File: src/rtl/duration_string_to_minutes_macros.svh
// assertion macros for the duration parser
`ifndef DURATION_STRING_TO_MINUTES_MACROS_SVH
`define DURATION_STRING_TO_MINUTES_MACROS_SVH

// same-cycle implication, checked at every clk edge outside reset
`define DSM_ASSERT_NOW(label, ante, cons) \
    label: assert property (@(posedge clk) disable iff (!rst_n) (ante) |-> (cons)) \
        else $error("duration parser check failed");

// next-cycle implication, checked at every clk edge outside reset
`define DSM_ASSERT_NEXT(label, ante, cons) \
    label: assert property (@(posedge clk) disable iff (!rst_n) (ante) |=> (cons)) \
        else $error("duration parser check failed");

`endif

File: src/rtl/dsm_pkg.sv
// types, constants and arithmetic helpers of the duration parser
package dsm_pkg;

    localparam int CHAR_W = 8;
    localparam int WORD_W = 32;

    typedef logic [CHAR_W-1:0] char_t;
    typedef logic [WORD_W-1:0] word_t;
    typedef logic [WORD_W+3:0] acc_wide_t;

    // ascii codes the parser reacts to
    localparam char_t CH_0 = 8'h30;
    localparam char_t CH_9 = 8'h39;
    localparam char_t CH_P = 8'h50;
    localparam char_t CH_T = 8'h54;
    localparam char_t CH_M = 8'h4D;
    localparam char_t CH_D = 8'h44;
    localparam char_t CH_H = 8'h48;
    localparam char_t CH_S = 8'h53;

    // reciprocal of 60: q = (x * RECIP_60) >> RECIP_60_SHIFT, exact for 32-bit x
    localparam word_t RECIP_60       = 32'h8888_8889;
    localparam int    RECIP_60_SHIFT = 37;

    // snapshot of one finished string, ready for the final sum
    typedef struct packed {
        word_t day_min;
        word_t hour_min;
        word_t minutes;
        word_t sec_min;
        logic  err;
    } fin_t;

    // x * 1440 modulo 2^32, as 1024 + 256 + 128 + 32
    function automatic word_t times1440(input word_t x);
        return (x << 10) + (x << 8) + (x << 7) + (x << 5);
    endfunction

    // x * 60 modulo 2^32, as 64 - 4
    function automatic word_t times60(input word_t x);
        return (x << 6) - (x << 2);
    endfunction

    // x / 60 by reciprocal multiply
    function automatic word_t div60(input word_t x);
        logic [2*WORD_W-1:0] p;
        p = {{WORD_W{1'b0}}, x} * {{WORD_W{1'b0}}, RECIP_60};
        return word_t'(p >> RECIP_60_SHIFT);
    endfunction

endpackage

File: src/rtl/dsm_ifs.sv
// valid/ready channel interfaces for characters and results
interface dsm_char_if;
    import dsm_pkg::*;

    logic  valid;
    logic  ready;
    char_t character;
    logic  last_char;

    modport source (output valid, output character, output last_char, input ready);
    modport sink   (input valid, input character, input last_char, output ready);
endinterface

interface dsm_result_if;
    import dsm_pkg::*;

    logic  valid;
    logic  ready;
    word_t total_minutes;
    logic  parse_error;

    modport source (output valid, output total_minutes, output parse_error, input ready);
    modport sink   (input valid, input total_minutes, input parse_error, output ready);
endinterface

File: src/rtl/duration_string_to_minutes.sv
// top level: iso 8601 duration string to whole minutes
// The block takes an ISO 8601 duration string ("P1DT2H30M") one ASCII byte
// per beat on chars, with last_char set on the final byte, and returns one
// beat on minutes per string: total_minutes = days*1440 + hours*60 + minutes
// + seconds/60, wrapping modulo 2^32, and parse_error when the string does not
// start with 'P', a counted designator has no digits, or a digit run exceeds
// 32 bits (total_minutes is 0 then). The first 'D', 'H' and 'S' count, the
// last 'M' counts only after a 'T', years, months and weeks are ignored.
// One byte is taken every cycle, back to back, also across string boundaries.
// When a string's last byte is taken, the byte is latched into the parse
// state and a snapshot of the scaled parts is registered; the snapshot's
// four parts are then added into the result register once it is free. The
// only limit on rate is backpressure on minutes; bytes keep being accepted
// while a result waits, until the snapshot stage also holds a string.
`include "duration_string_to_minutes_macros.svh"

module duration_string_to_minutes (
    input  logic                clk,
    input  logic                rst_n,
    dsm_char_if.sink            chars,
    dsm_result_if.source        minutes
);
    import dsm_pkg::*;

    // parse state
    logic      at_first_reg,      at_first_next;
    word_t     acc_reg,           acc_next;
    logic      run_has_digits_reg, run_has_digits_next;
    logic      run_overflowed_reg, run_overflowed_next;
    logic      seen_time_reg,     seen_time_next;
    word_t     day_min_reg,       day_min_next;
    logic      day_latched_reg,   day_latched_next;
    word_t     hour_min_reg,      hour_min_next;
    logic      hour_latched_reg,  hour_latched_next;
    word_t     sec_min_reg,       sec_min_next;
    logic      sec_latched_reg,   sec_latched_next;
    word_t     minute_count_reg,  minute_count_next;
    logic      minute_after_reg,  minute_after_next;
    logic      minute_bad_reg,    minute_bad_next;
    logic      sticky_err_reg,    sticky_err_next;

    // snapshot and result stages
    fin_t      fin_reg,           fin_next;
    logic      fin_valid_reg,     fin_valid_next;
    logic      out_valid_reg,     out_valid_next;
    word_t     out_total_reg,     out_total_next;
    logic      out_err_reg,       out_err_next;

    logic      beat;
    logic      out_free;
    logic      is_digit;
    logic      run_bad;
    acc_wide_t acc_sum;
    word_t     fin_sum;

    // handshake: result register frees when empty or taken, snapshot when it moves on
    assign out_free      = !out_valid_reg || minutes.ready;
    assign chars.ready   = !fin_valid_reg || out_free;
    assign beat          = chars.valid && chars.ready;

    assign minutes.valid         = out_valid_reg;
    assign minutes.total_minutes = out_total_reg;
    assign minutes.parse_error   = out_err_reg;

    // digit run: acc*10 + digit, overflow seen in the top four bits
    assign is_digit = (chars.character >= CH_0) && (chars.character <= CH_9);
    assign run_bad  = !run_has_digits_reg || run_overflowed_reg;
    assign acc_sum  = ({4'b0, acc_reg} << 3) + ({4'b0, acc_reg} << 1)
                    + {{WORD_W{1'b0}}, chars.character[3:0]};

    always_comb
    begin
        at_first_next       = at_first_reg;
        acc_next            = acc_reg;
        run_has_digits_next = run_has_digits_reg;
        run_overflowed_next = run_overflowed_reg;
        seen_time_next      = seen_time_reg;
        day_min_next        = day_min_reg;
        day_latched_next    = day_latched_reg;
        hour_min_next       = hour_min_reg;
        hour_latched_next   = hour_latched_reg;
        sec_min_next        = sec_min_reg;
        sec_latched_next    = sec_latched_reg;
        minute_count_next   = minute_count_reg;
        minute_after_next   = minute_after_reg;
        minute_bad_next     = minute_bad_reg;
        sticky_err_next     = sticky_err_reg;
        fin_next            = fin_reg;

        if (beat)
        begin
            // a string must open with 'P'
            if (at_first_reg)
            begin
                if (chars.character != CH_P)
                begin
                    sticky_err_next = 1'b1;
                end
                at_first_next = 1'b0;
            end

            if (is_digit)
            begin
                acc_next            = acc_sum[WORD_W-1:0];
                run_has_digits_next = 1'b1;
                if (|acc_sum[WORD_W+3:WORD_W])
                begin
                    run_overflowed_next = 1'b1;
                end
            end
            else
            begin
                // designators latch the run directly before them, already scaled
                case (chars.character)
                    CH_D:
                    begin
                        if (!day_latched_reg)
                        begin
                            day_latched_next = 1'b1;
                            day_min_next     = times1440(acc_reg);
                            if (run_bad)
                            begin
                                sticky_err_next = 1'b1;
                            end
                        end
                    end
                    CH_H:
                    begin
                        if (!hour_latched_reg)
                        begin
                            hour_latched_next = 1'b1;
                            hour_min_next     = times60(acc_reg);
                            if (run_bad)
                            begin
                                sticky_err_next = 1'b1;
                            end
                        end
                    end
                    CH_S:
                    begin
                        if (!sec_latched_reg)
                        begin
                            sec_latched_next = 1'b1;
                            sec_min_next     = div60(acc_reg);
                            if (run_bad)
                            begin
                                sticky_err_next = 1'b1;
                            end
                        end
                    end
                    CH_M:
                    begin
                        // last 'M' wins; it only counts after a 'T'
                        minute_count_next = acc_reg;
                        minute_after_next = seen_time_reg;
                        minute_bad_next   = run_bad;
                    end
                    CH_T:
                    begin
                        seen_time_next = 1'b1;
                    end
                    default:
                    begin
                    end
                endcase
                acc_next            = '0;
                run_has_digits_next = 1'b0;
                run_overflowed_next = 1'b0;
            end

            // end of string: snapshot the parts, then start over
            if (chars.last_char)
            begin
                fin_next.day_min  = day_min_next;
                fin_next.hour_min = hour_min_next;
                fin_next.minutes  = minute_after_next ? minute_count_next : '0;
                fin_next.sec_min  = sec_min_next;
                fin_next.err      = sticky_err_next || (minute_after_next && minute_bad_next);

                at_first_next       = 1'b1;
                acc_next            = '0;
                run_has_digits_next = 1'b0;
                run_overflowed_next = 1'b0;
                seen_time_next      = 1'b0;
                day_min_next        = '0;
                day_latched_next    = 1'b0;
                hour_min_next       = '0;
                hour_latched_next   = 1'b0;
                sec_min_next        = '0;
                sec_latched_next    = 1'b0;
                minute_count_next   = '0;
                minute_after_next   = 1'b0;
                minute_bad_next     = 1'b0;
                sticky_err_next     = 1'b0;
            end
        end
    end

    // snapshot stage and result register
    assign fin_sum = fin_reg.day_min + fin_reg.hour_min + fin_reg.minutes + fin_reg.sec_min;

    always_comb
    begin
        fin_valid_next = fin_valid_reg;
        out_valid_next = out_valid_reg;
        out_total_next = out_total_reg;
        out_err_next   = out_err_reg;

        if (out_free)
        begin
            out_valid_next = fin_valid_reg;
            out_total_next = fin_reg.err ? '0 : fin_sum;
            out_err_next   = fin_reg.err;
            fin_valid_next = 1'b0;
        end
        if (beat && chars.last_char)
        begin
            fin_valid_next = 1'b1;
        end
    end

    // control state
    always_ff @(posedge clk or negedge rst_n)
    begin
        if (!rst_n)
        begin
            at_first_reg       <= 1'b1;
            acc_reg            <= '0;
            run_has_digits_reg <= 1'b0;
            run_overflowed_reg <= 1'b0;
            seen_time_reg      <= 1'b0;
            day_min_reg        <= '0;
            day_latched_reg    <= 1'b0;
            hour_min_reg       <= '0;
            hour_latched_reg   <= 1'b0;
            sec_min_reg        <= '0;
            sec_latched_reg    <= 1'b0;
            minute_count_reg   <= '0;
            minute_after_reg   <= 1'b0;
            minute_bad_reg     <= 1'b0;
            sticky_err_reg     <= 1'b0;
            fin_valid_reg      <= 1'b0;
            out_valid_reg      <= 1'b0;
        end
        else
        begin
            at_first_reg       <= at_first_next;
            acc_reg            <= acc_next;
            run_has_digits_reg <= run_has_digits_next;
            run_overflowed_reg <= run_overflowed_next;
            seen_time_reg      <= seen_time_next;
            day_min_reg        <= day_min_next;
            day_latched_reg    <= day_latched_next;
            hour_min_reg       <= hour_min_next;
            hour_latched_reg   <= hour_latched_next;
            sec_min_reg        <= sec_min_next;
            sec_latched_reg    <= sec_latched_next;
            minute_count_reg   <= minute_count_next;
            minute_after_reg   <= minute_after_next;
            minute_bad_reg     <= minute_bad_next;
            sticky_err_reg     <= sticky_err_next;
            fin_valid_reg      <= fin_valid_next;
            out_valid_reg      <= out_valid_next;
        end
    end

    // payload registers
    always_ff @(posedge clk)
    begin
        fin_reg       <= fin_next;
        out_total_reg <= out_total_next;
        out_err_reg   <= out_err_next;
    end

    // checks
    `DSM_ASSERT_NOW(a_err_zero, out_valid_reg && out_err_reg, out_total_reg == '0)
    `DSM_ASSERT_NEXT(a_restart, beat && chars.last_char, at_first_reg && !sticky_err_reg)
    `DSM_ASSERT_NEXT(a_fin_load, beat && chars.last_char, fin_valid_reg)
    `DSM_ASSERT_NEXT(a_run_clear, beat && !is_digit, !run_has_digits_reg && acc_reg == '0)
    `DSM_ASSERT_NEXT(a_day_hold, beat && day_latched_reg && !chars.last_char, $stable(day_min_reg))

endmodule
File: src/flat_wrapper.sv
// flat-port wrapper written by rule: the top's interface ports become plain ports
module duration_string_to_minutes_flat import dsm_pkg::*;
  (clk, rst_n, chars_valid, chars_character, chars_last_char, chars_ready, minutes_valid, minutes_total_minutes, minutes_parse_error, minutes_ready);
  dsm_char_if chars_i ();
  dsm_result_if minutes_i ();
  input  logic clk;
  input  logic rst_n;
  input wire logic [$bits(chars_i.valid)-1:0] chars_valid;
  input wire logic [$bits(chars_i.character)-1:0] chars_character;
  input wire logic [$bits(chars_i.last_char)-1:0] chars_last_char;
  output wire logic [$bits(chars_i.ready)-1:0] chars_ready;
  output wire logic [$bits(minutes_i.valid)-1:0] minutes_valid;
  output wire logic [$bits(minutes_i.total_minutes)-1:0] minutes_total_minutes;
  output wire logic [$bits(minutes_i.parse_error)-1:0] minutes_parse_error;
  input wire logic [$bits(minutes_i.ready)-1:0] minutes_ready;
  assign chars_i.valid = chars_valid;
  assign chars_i.character = chars_character;
  assign chars_i.last_char = chars_last_char;
  assign chars_ready = chars_i.ready;
  assign minutes_valid = minutes_i.valid;
  assign minutes_total_minutes = minutes_i.total_minutes;
  assign minutes_parse_error = minutes_i.parse_error;
  assign minutes_i.ready = minutes_ready;
  duration_string_to_minutes u_core (.clk(clk), .rst_n(rst_n), .chars(chars_i), .minutes(minutes_i));
endmodule
File: config.mk
export PLATFORM = sky130hd
export DESIGN_NAME = duration_string_to_minutes_flat
export DESIGN_NICKNAME = d
export VERILOG_FILES = /design/src/rtl/dsm_pkg.sv /design/src/rtl/dsm_ifs.sv /design/src/rtl/duration_string_to_minutes.sv /design/src/flat_wrapper.sv
export VERILOG_INCLUDE_DIRS = /design/src /design/src/rtl
export SDC_FILE = /design/constraint.sdc
export NUM_CORES = 2
export LEC_CHECK = 0
export BUFFER_PORTS_ARGS = -buffer_cell sky130_fd_sc_hd__buf_2
export CORE_UTILIZATION = 60
export CTS_CLUSTER_DIAMETER = 30
export DETAILED_ROUTE_END_ITERATION = 10
export GPL_TIMING_DRIVEN = 0
export PLACE_DENSITY = 0.76
export SLEW_MARGIN = 40
export SYNTH_ARGS = -nofsm -noshare
export SYNTH_HDL_FRONTEND = slang
export SYNTH_SLANG_ARGS = --single-unit
File: constraint.sdc
create_clock -name clk -period 15.2 [get_ports clk]
set_clock_uncertainty 0.05 [all_clocks]
set_input_delay 3.04 -clock clk [delete_from_list [all_inputs] [get_ports clk]]
set_output_delay 3.04 -clock clk [all_outputs]
set_load 0.05 [all_outputs]
# [Word level (Yosys, flattened, before mapping)]
# Index checks and enable logic that the tools add are counted.
[word_totals] reg_bits=334 in_bits=13
[op_classes] add_sub_neg=9 n_mul=1 order_cmp=2 n_eq_ne=8 n_mux=55 n_reduce_logical=23
[op_table] op="2-to-1 mux 32 bit" count=17
[op_table] op="adder 32 bit" count=6
[op_table] op="multiplier 32 x 32 -> 64 bit (second input constant)" count=1
[op_table] op="equality test 8 x 7 -> 1 bit (second input constant)" count=5
[op_table] op="2-to-1 mux 1 bit" count=37
[op_table] op="adder 35 x 33 -> 36 bit" count=1
[op_table] op="adder 36 x 4 -> 36 bit" count=1
[op_table] op="subtractor 32 bit" count=1
[op_table] op="AND reduction 3 bit" count=4
[op_table] op="nonzero test 2 bit" count=5
[op_table] op=">= comparator 8 x 6 -> 1 bit (second input constant)" count=1
[op_table] op="less-or-equal comparator 8 x 6 -> 1 bit (second input constant)" count=1
[op_table] op="inequality test 8 x 7 -> 1 bit (second input constant)" count=1
[op_table] op="logical AND 1 bit" count=4
[op_table] op="logical OR 1 bit" count=4
[op_table] op="AND reduction 2 bit" count=2
[op_table] op="OR reduction 4 bit" count=1
[op_table] op="zero test 1 bit" count=3
[op_table] op="inequality test 3 bit (second input constant)" count=1
[op_table] op="one-hot mux 1 bit (3 select lines)" count=1
[op_table] op="inequality test 2 bit (second input constant)" count=1

# [Longest topological paths before layout]
[depth] depth_word=9 mapped_depth=26

# [Worst setup path before layout]
# OpenSTA, ideal clock, no wires.
[synth_timing] kind="in2reg" from="input port minutes_ready" to="register u_core.sec_min_reg[12]" setup_ps=121 arrival_ps=7653 required_time_ps=15029 path_slack_ps=7376 path_stages=8 path_buffers=2 cell_sequence="nand3b_1 and2_1 clkbuf_1 nand2_1 inv_1 nor2_1 clkbuf_1 a22o_1"
[synth_via] elab_chain_cells=3
[synth_lines] item="start, declared" line_no="flat_wrapper.sv:15" text="input wire logic [$bits(minutes_i.ready)-1:0] minutes_ready;"
[synth_lines] item="logical OR 1 bit" line_no="duration_string_to_minutes.sv:57" text="assign out_free = !out_valid_reg || minutes.ready;"
[synth_lines] item="logical OR 1 bit" line_no="duration_string_to_minutes.sv:58" text="assign chars.ready = !fin_valid_reg || out_free;"
[synth_lines] item="logical AND 1 bit" line_no="duration_string_to_minutes.sv:59" text="assign beat = chars.valid && chars.ready;"
[synth_lines] item="end signal, assigned" line_no="duration_string_to_minutes.sv:256" text="sec_min_reg <= sec_min_next;"
[synth_lines] item="end, declared" line_no="duration_string_to_minutes.sv:35" text="word_t sec_min_reg, sec_min_next;"
# Every way passes these cells.
# A chain may end at the register's enable or synchronous reset.

# [Worst setup path after layout]
[layout_timing] from="register u_core.acc_reg[9]" to="register u_core.fin_reg[17] (netlist name), data pin"
[layout_via] elab_chain_cells=4
[layout_lines] item="start, declared" line_no="duration_string_to_minutes.sv:27" text="word_t acc_reg, acc_next;"
[layout_lines] item="start signal, assigned" line_no="duration_string_to_minutes.sv:248" text="acc_reg <= acc_next;"
[layout_lines] item="multiplier 32 x 32 -> 64 bit" line_no="dsm_pkg.sv:47" text="p = {{WORD_W{1'b0}}, x} * {{WORD_W{1'b0}}, RECIP_60};"
[layout_lines] item="2-to-1 mux 32 bit" line_no="duration_string_to_minutes.sv:141" text="if (!sec_latched_reg)"
[layout_lines] item="2-to-1 mux 32 bit" line_no="duration_string_to_minutes.sv:114" text="case (chars.character)"
[layout_lines] item="2-to-1 mux 32 bit" line_no="duration_string_to_minutes.sv:102" text="if (is_digit)"
[layout_lines] item="end signal, assigned" line_no="duration_string_to_minutes.sv:270" text="fin_reg <= fin_next;"
[layout_lines] item="end, declared" line_no="duration_string_to_minutes.sv:43" text="fin_t fin_reg, fin_next;"
# Every way passes these cells.

==> impl_metrics.py <==
metrics = {
    "timing": {
        "min_period_over_period_pct": 53.33,
        "finalHoldWorstSlack_ps": 424.8,
        "post-route-min-period_ps": 8106,
        "setup_tns_ps": 0,
        "final_hold_viol_count": 0,
        "relSlewSlack_pct": 41.55,
        "finalSetupViolations": 0,
        "final-max-slew-violation-count": 0,
        "achievable-frequency_mhz": 123.4,
        "worst-slew-pin-transition_ps": 876.8,
        "rsz0062_at_grt": "no",
    },
    "placement": {
        "numPortBuffers": 47,
        "post_dp_cell_area_um2": 32480,
        "placer_congestion": 1.011,
        "hpwl_um": 69910,
    },
    "logic_synthesis": {
        "synthesized_netlist_cell_count": 3100,
        "async_reset_ff_share_pct": 51.50,
        "synth_area_leader_cell": "sky130_fd_sc_hd__ha_1",
        "synth_area_per_cell_um2": 10.06,
        "yosysWarnings": 0,
        "post-synth-top-area-fraction_pct": 17.89,
        "synth_ff_type": "sky130_fd_sc_hd__dfrtp_1",
        "yosys_register_bits": 334,
        "synth.yosys.seq_area_share_pct": 29.39,
        "synthesis.area_um2": 31200,
        "synthDistinctLibCells": 76,
        "yosys-top-cells-area": "sky130_fd_sc_hd__ha_1 18%, sky130_fd_sc_hd__fa_1 17%, sky130_fd_sc_hd__edfxtp_1 16%, sky130_fd_sc_hd__dfrtp_1 14%, sky130_fd_sc_hd__inv_1 4.6%",
        "synth_edf_count": 162,
        "mappedNetlistNets": 3825,
    },
    "floorplanning": {
        "coreArea_um2": 51300,
        "die-area_um2": 52910,
        "die_width_um": 230.0,
        "design.portCount": 48,
        "floorplan.rows": 83,
        "die_height_um": 230.0,
        "initial_utilization_pct": 60.81,
    },
    "route": {
        "postRouteWirelength_um": 89710,
        "drt-pass1-iter-count": 6,
        "route.detailed.drc": 0,
        "ant_nets": 0,
        "viasPerCell": 6.173,
        "detailroute.via_count": 24540,
        "number_of_design_rule_violations_left_by_the_first_detailed_router_iteration": 2267,
        "drt-wirelength-per-cell_um": 22.57,
    },
    "power": {
        "power_density_nw_per_um2": 87.72,
        "vdd_drop_max_v": 0.00007221,
        "leakage_dissipation_nw": 17.78,
    },
    "clock_network": {
        "post-cts-setup-buffer-count": 0,
        "cts_inserted_buffers": 75,
        "postCtsResizedCells": 0,
        "htree_num_levels": 3,
        "reg_clk_slew_reported_paths_ps": 50,
        "clock_tree.buffer_depth": 3,
        "cts_hold_repair.buffers": 0,
        "cts_tree": "done",
        "clock_root_buffer": "sky130_fd_sc_hd__clkbuf_16",
        "insertion_delay_ps": 600,
        "cts.sink_count": 334,
    },
    "layout": {
        "layout-drive-gt1-share_pct": 7.557,
        "stdcell_area_um2": 35010,
        "most-common-layout-cells": "446 x sky130_fd_sc_hd__ha_1, 378 x sky130_fd_sc_hd__inv_1, 341 x sky130_fd_sc_hd__nand2_1, 266 x sky130_fd_sc_hd__fa_1, 197 x sky130_fd_sc_hd__a21oi_1",
        "design.final.nets": 3958,
        "largest_register_ff_count": 129,
        "num_antenna_cells": 0,
        "synthToLayoutAreaGrowth_pct": 12.23,
        "layout.cells.most_common": "sky130_fd_sc_hd__ha_1",
        "final_util_pct": 68.25,
    },
    "critical_path": {
        "cp_cell_sequence": "inv_1 -> ha_1 -> inv_1 -> fa_1 -> fa_1 -> inv_1 -> fa_1 -> fa_1 -> fa_1 -> inv_1 -> ha_1 -> ha_1 -> and4_1 -> and4_1 -> o2111ai_1 -> a21oi_1 -> o21ai_0 -> o21ai_0 -> a221oi_1 -> xnor2_1 -> mux2_2",
        "critical_path.endpoint_type": "flop",
        "r2r_setup_slack_ps": 7090,
        "critPathBufInv": 4,
        "r2r.worst_path.cells": 21,
        "slowest_cell_on_the_critical_path": "sky130_fd_sc_hd__dfrtp_1",
        "critPathKind": "flop to flop",
        "crit-reg2reg-launch": "u_core.acc_reg[9]",
        "rr_endpoint": "u_core.fin_reg[17]",
        "cp_top_family": "adder cells",
        "cp_slowest_stage_delay_ps": 900,
        "critical_path_required_ps": 15490,
        "timing.critical_path.fanout_max": 15,
        "critical_path.startpoint_type": "flop",
        "cp_data_arrival_time_ps": 8400,
        "crit_path_frequent_cell": "sky130_fd_sc_hd__fa_1",
    },
    "global_route": {
        "wire_length_of_the_first_global_routing_pass_um": 139300,
        "grt_antenna_before_repair": 2,
        "grt_max_degree": 73,
        "globalRoute.totalOverflow": 0,
        "track_usage_pct": 34.52,
        "vias_in_the_first_global_route": 25080,
    },
    "hold_path": {
        "timing.hold.worst_endpoint": "u_core.hour_min_reg[1]",
        "holdCritPathClass": "flop to flop",
        "worstHoldPathCells": 1,
        "hold_start": "u_core.hour_min_reg[1]",
    },
    "flow_run": {
        "max_cap_violation_count": 0,
    },
    "outcome": {
        "run_status": "finished clean",
    },
}
## kinds of logic after synthesis
family / after synthesis / synth area share [%]
adder cells (fa/ha/maj): 712 / 34.96
flip-flops: 334 / 29.39
AND/OR/NAND/NOR: 692 / 10.25
XOR/XNOR: 139 / 3.902
AO/OA/AOI/OAI: 741 / 15.31
multiplexers: 17 / 0.5896
buffers and inverters: 465 / 5.603
## cell usage after synthesis, types with 6 or more instances
| library cell | count |
|---|---|
| sky130_fd_sc_hd__nor3_1 | 29 |
| sky130_fd_sc_hd__o21ai_0 | 174 |
| sky130_fd_sc_hd__and3_1 | 13 |
| sky130_fd_sc_hd__o22ai_1 | 29 |
| sky130_fd_sc_hd__a22oi_1 | 22 |
| sky130_fd_sc_hd__and2_1 | 24 |
| sky130_fd_sc_hd__nand4_1 | 18 |
| sky130_fd_sc_hd__or3_1 | 13 |
| sky130_fd_sc_hd__nand2_1 | 341 |
| sky130_fd_sc_hd__o211ai_1 | 8 |
| sky130_fd_sc_hd__ha_1 | 446 |
| sky130_fd_sc_hd__edfxtp_1 | 162 |
| sky130_fd_sc_hd__nor3b_1 | 16 |
| sky130_fd_sc_hd__a31oi_1 | 14 |
| sky130_fd_sc_hd__mux2i_1 | 6 |
| sky130_fd_sc_hd__a21boi_0 | 21 |
| sky130_fd_sc_hd__o21bai_1 | 21 |
| sky130_fd_sc_hd__o221ai_1 | 7 |
| sky130_fd_sc_hd__nand2b_1 | 26 |
| sky130_fd_sc_hd__nand3_1 | 24 |
| sky130_fd_sc_hd__nor2b_1 | 25 |
| sky130_fd_sc_hd__fa_1 | 266 |
| sky130_fd_sc_hd__a41oi_1 | 10 |
| sky130_fd_sc_hd__clkbuf_1 | 84 |
| sky130_fd_sc_hd__nor4_1 | 9 |
| sky130_fd_sc_hd__o31ai_1 | 10 |
| sky130_fd_sc_hd__xnor2_1 | 90 |
| sky130_fd_sc_hd__nor2_1 | 118 |
| sky130_fd_sc_hd__mux2_2 | 11 |
| sky130_fd_sc_hd__and4_1 | 9 |
| sky130_fd_sc_hd__a21o_1 | 75 |
| sky130_fd_sc_hd__a211o_1 | 7 |
| sky130_fd_sc_hd__inv_1 | 379 |
| sky130_fd_sc_hd__a21oi_1 | 197 |
| sky130_fd_sc_hd__a211oi_1 | 10 |
| sky130_fd_sc_hd__xor2_1 | 49 |
| sky130_fd_sc_hd__or2_2 | 10 |
| sky130_fd_sc_hd__o21ai_1 | 9 |
| sky130_fd_sc_hd__o21a_1 | 18 |
| sky130_fd_sc_hd__dfrtp_1 | 171 |
| sky130_fd_sc_hd__a22o_1 | 63 |
## where the power goes
group / internal [mW] / switching [mW] / total, mW
clock network: 1.01 / 0.561 / 1.58
registers: 1.01 / 0.0236 / 1.04
logic: 0.148 / 0.312 / 0.459
total: 2.18 / 0.896 / 3.07
## layer usage
metal | GRT usage (%) | routed length, um
met5 | 0 | 13
met4 | 18.92 | 5221
met3 | 5.779 | 7312
met2 | 56.11 | 41530
met1 | 44.07 | 35630
## cell type report
class / count / area, um2
tap: 680 / 850.8
fill: 3770 / 16290
timing repair buffer: 56 / 397.9
multi-input combinational: 2301 / 20310
sequential: 334 / 9191
inverter: 379 / 1430
clock buffer: 87 / 2014
clock inverter: 52 / 494.2
buffer: 86 / 326.6
## worst max path at each step
stage | start | slack (ps) | cells after the start | end
CTS | u_core.acc_reg[3] | 7190 | 22 | u_core.fin_reg[22]
finish | u_core.acc_reg[9] | 7090 | 21 | u_core.fin_reg[17]
floorplan | minutes_ready | 7380 | 8 | u_core.sec_min_reg[12]
detailed placement | u_core.acc_reg[3] | 7230 | 22 | u_core.fin_reg[22]
global route | u_core.acc_reg[9] | 6900 | 21 | u_core.fin_reg[17]
global placement | minutes_ready | 5490 | 9 | u_core.sec_min_reg[6]
## stage by stage
stage          total power [mW]  instances  worst slack [ps]
2_1_floorplan             1.380       3100              7376
3_3_place_gp              1.485       3827              5486
3_5_place_dp              1.498       3835              7227
4_1_cts                   3.068       3974              7193
5_1_grt                   3.162       3975              6904
6_report                  3.071       3975              7094
No activity file was read; power rests on OpenSTA's default activity.
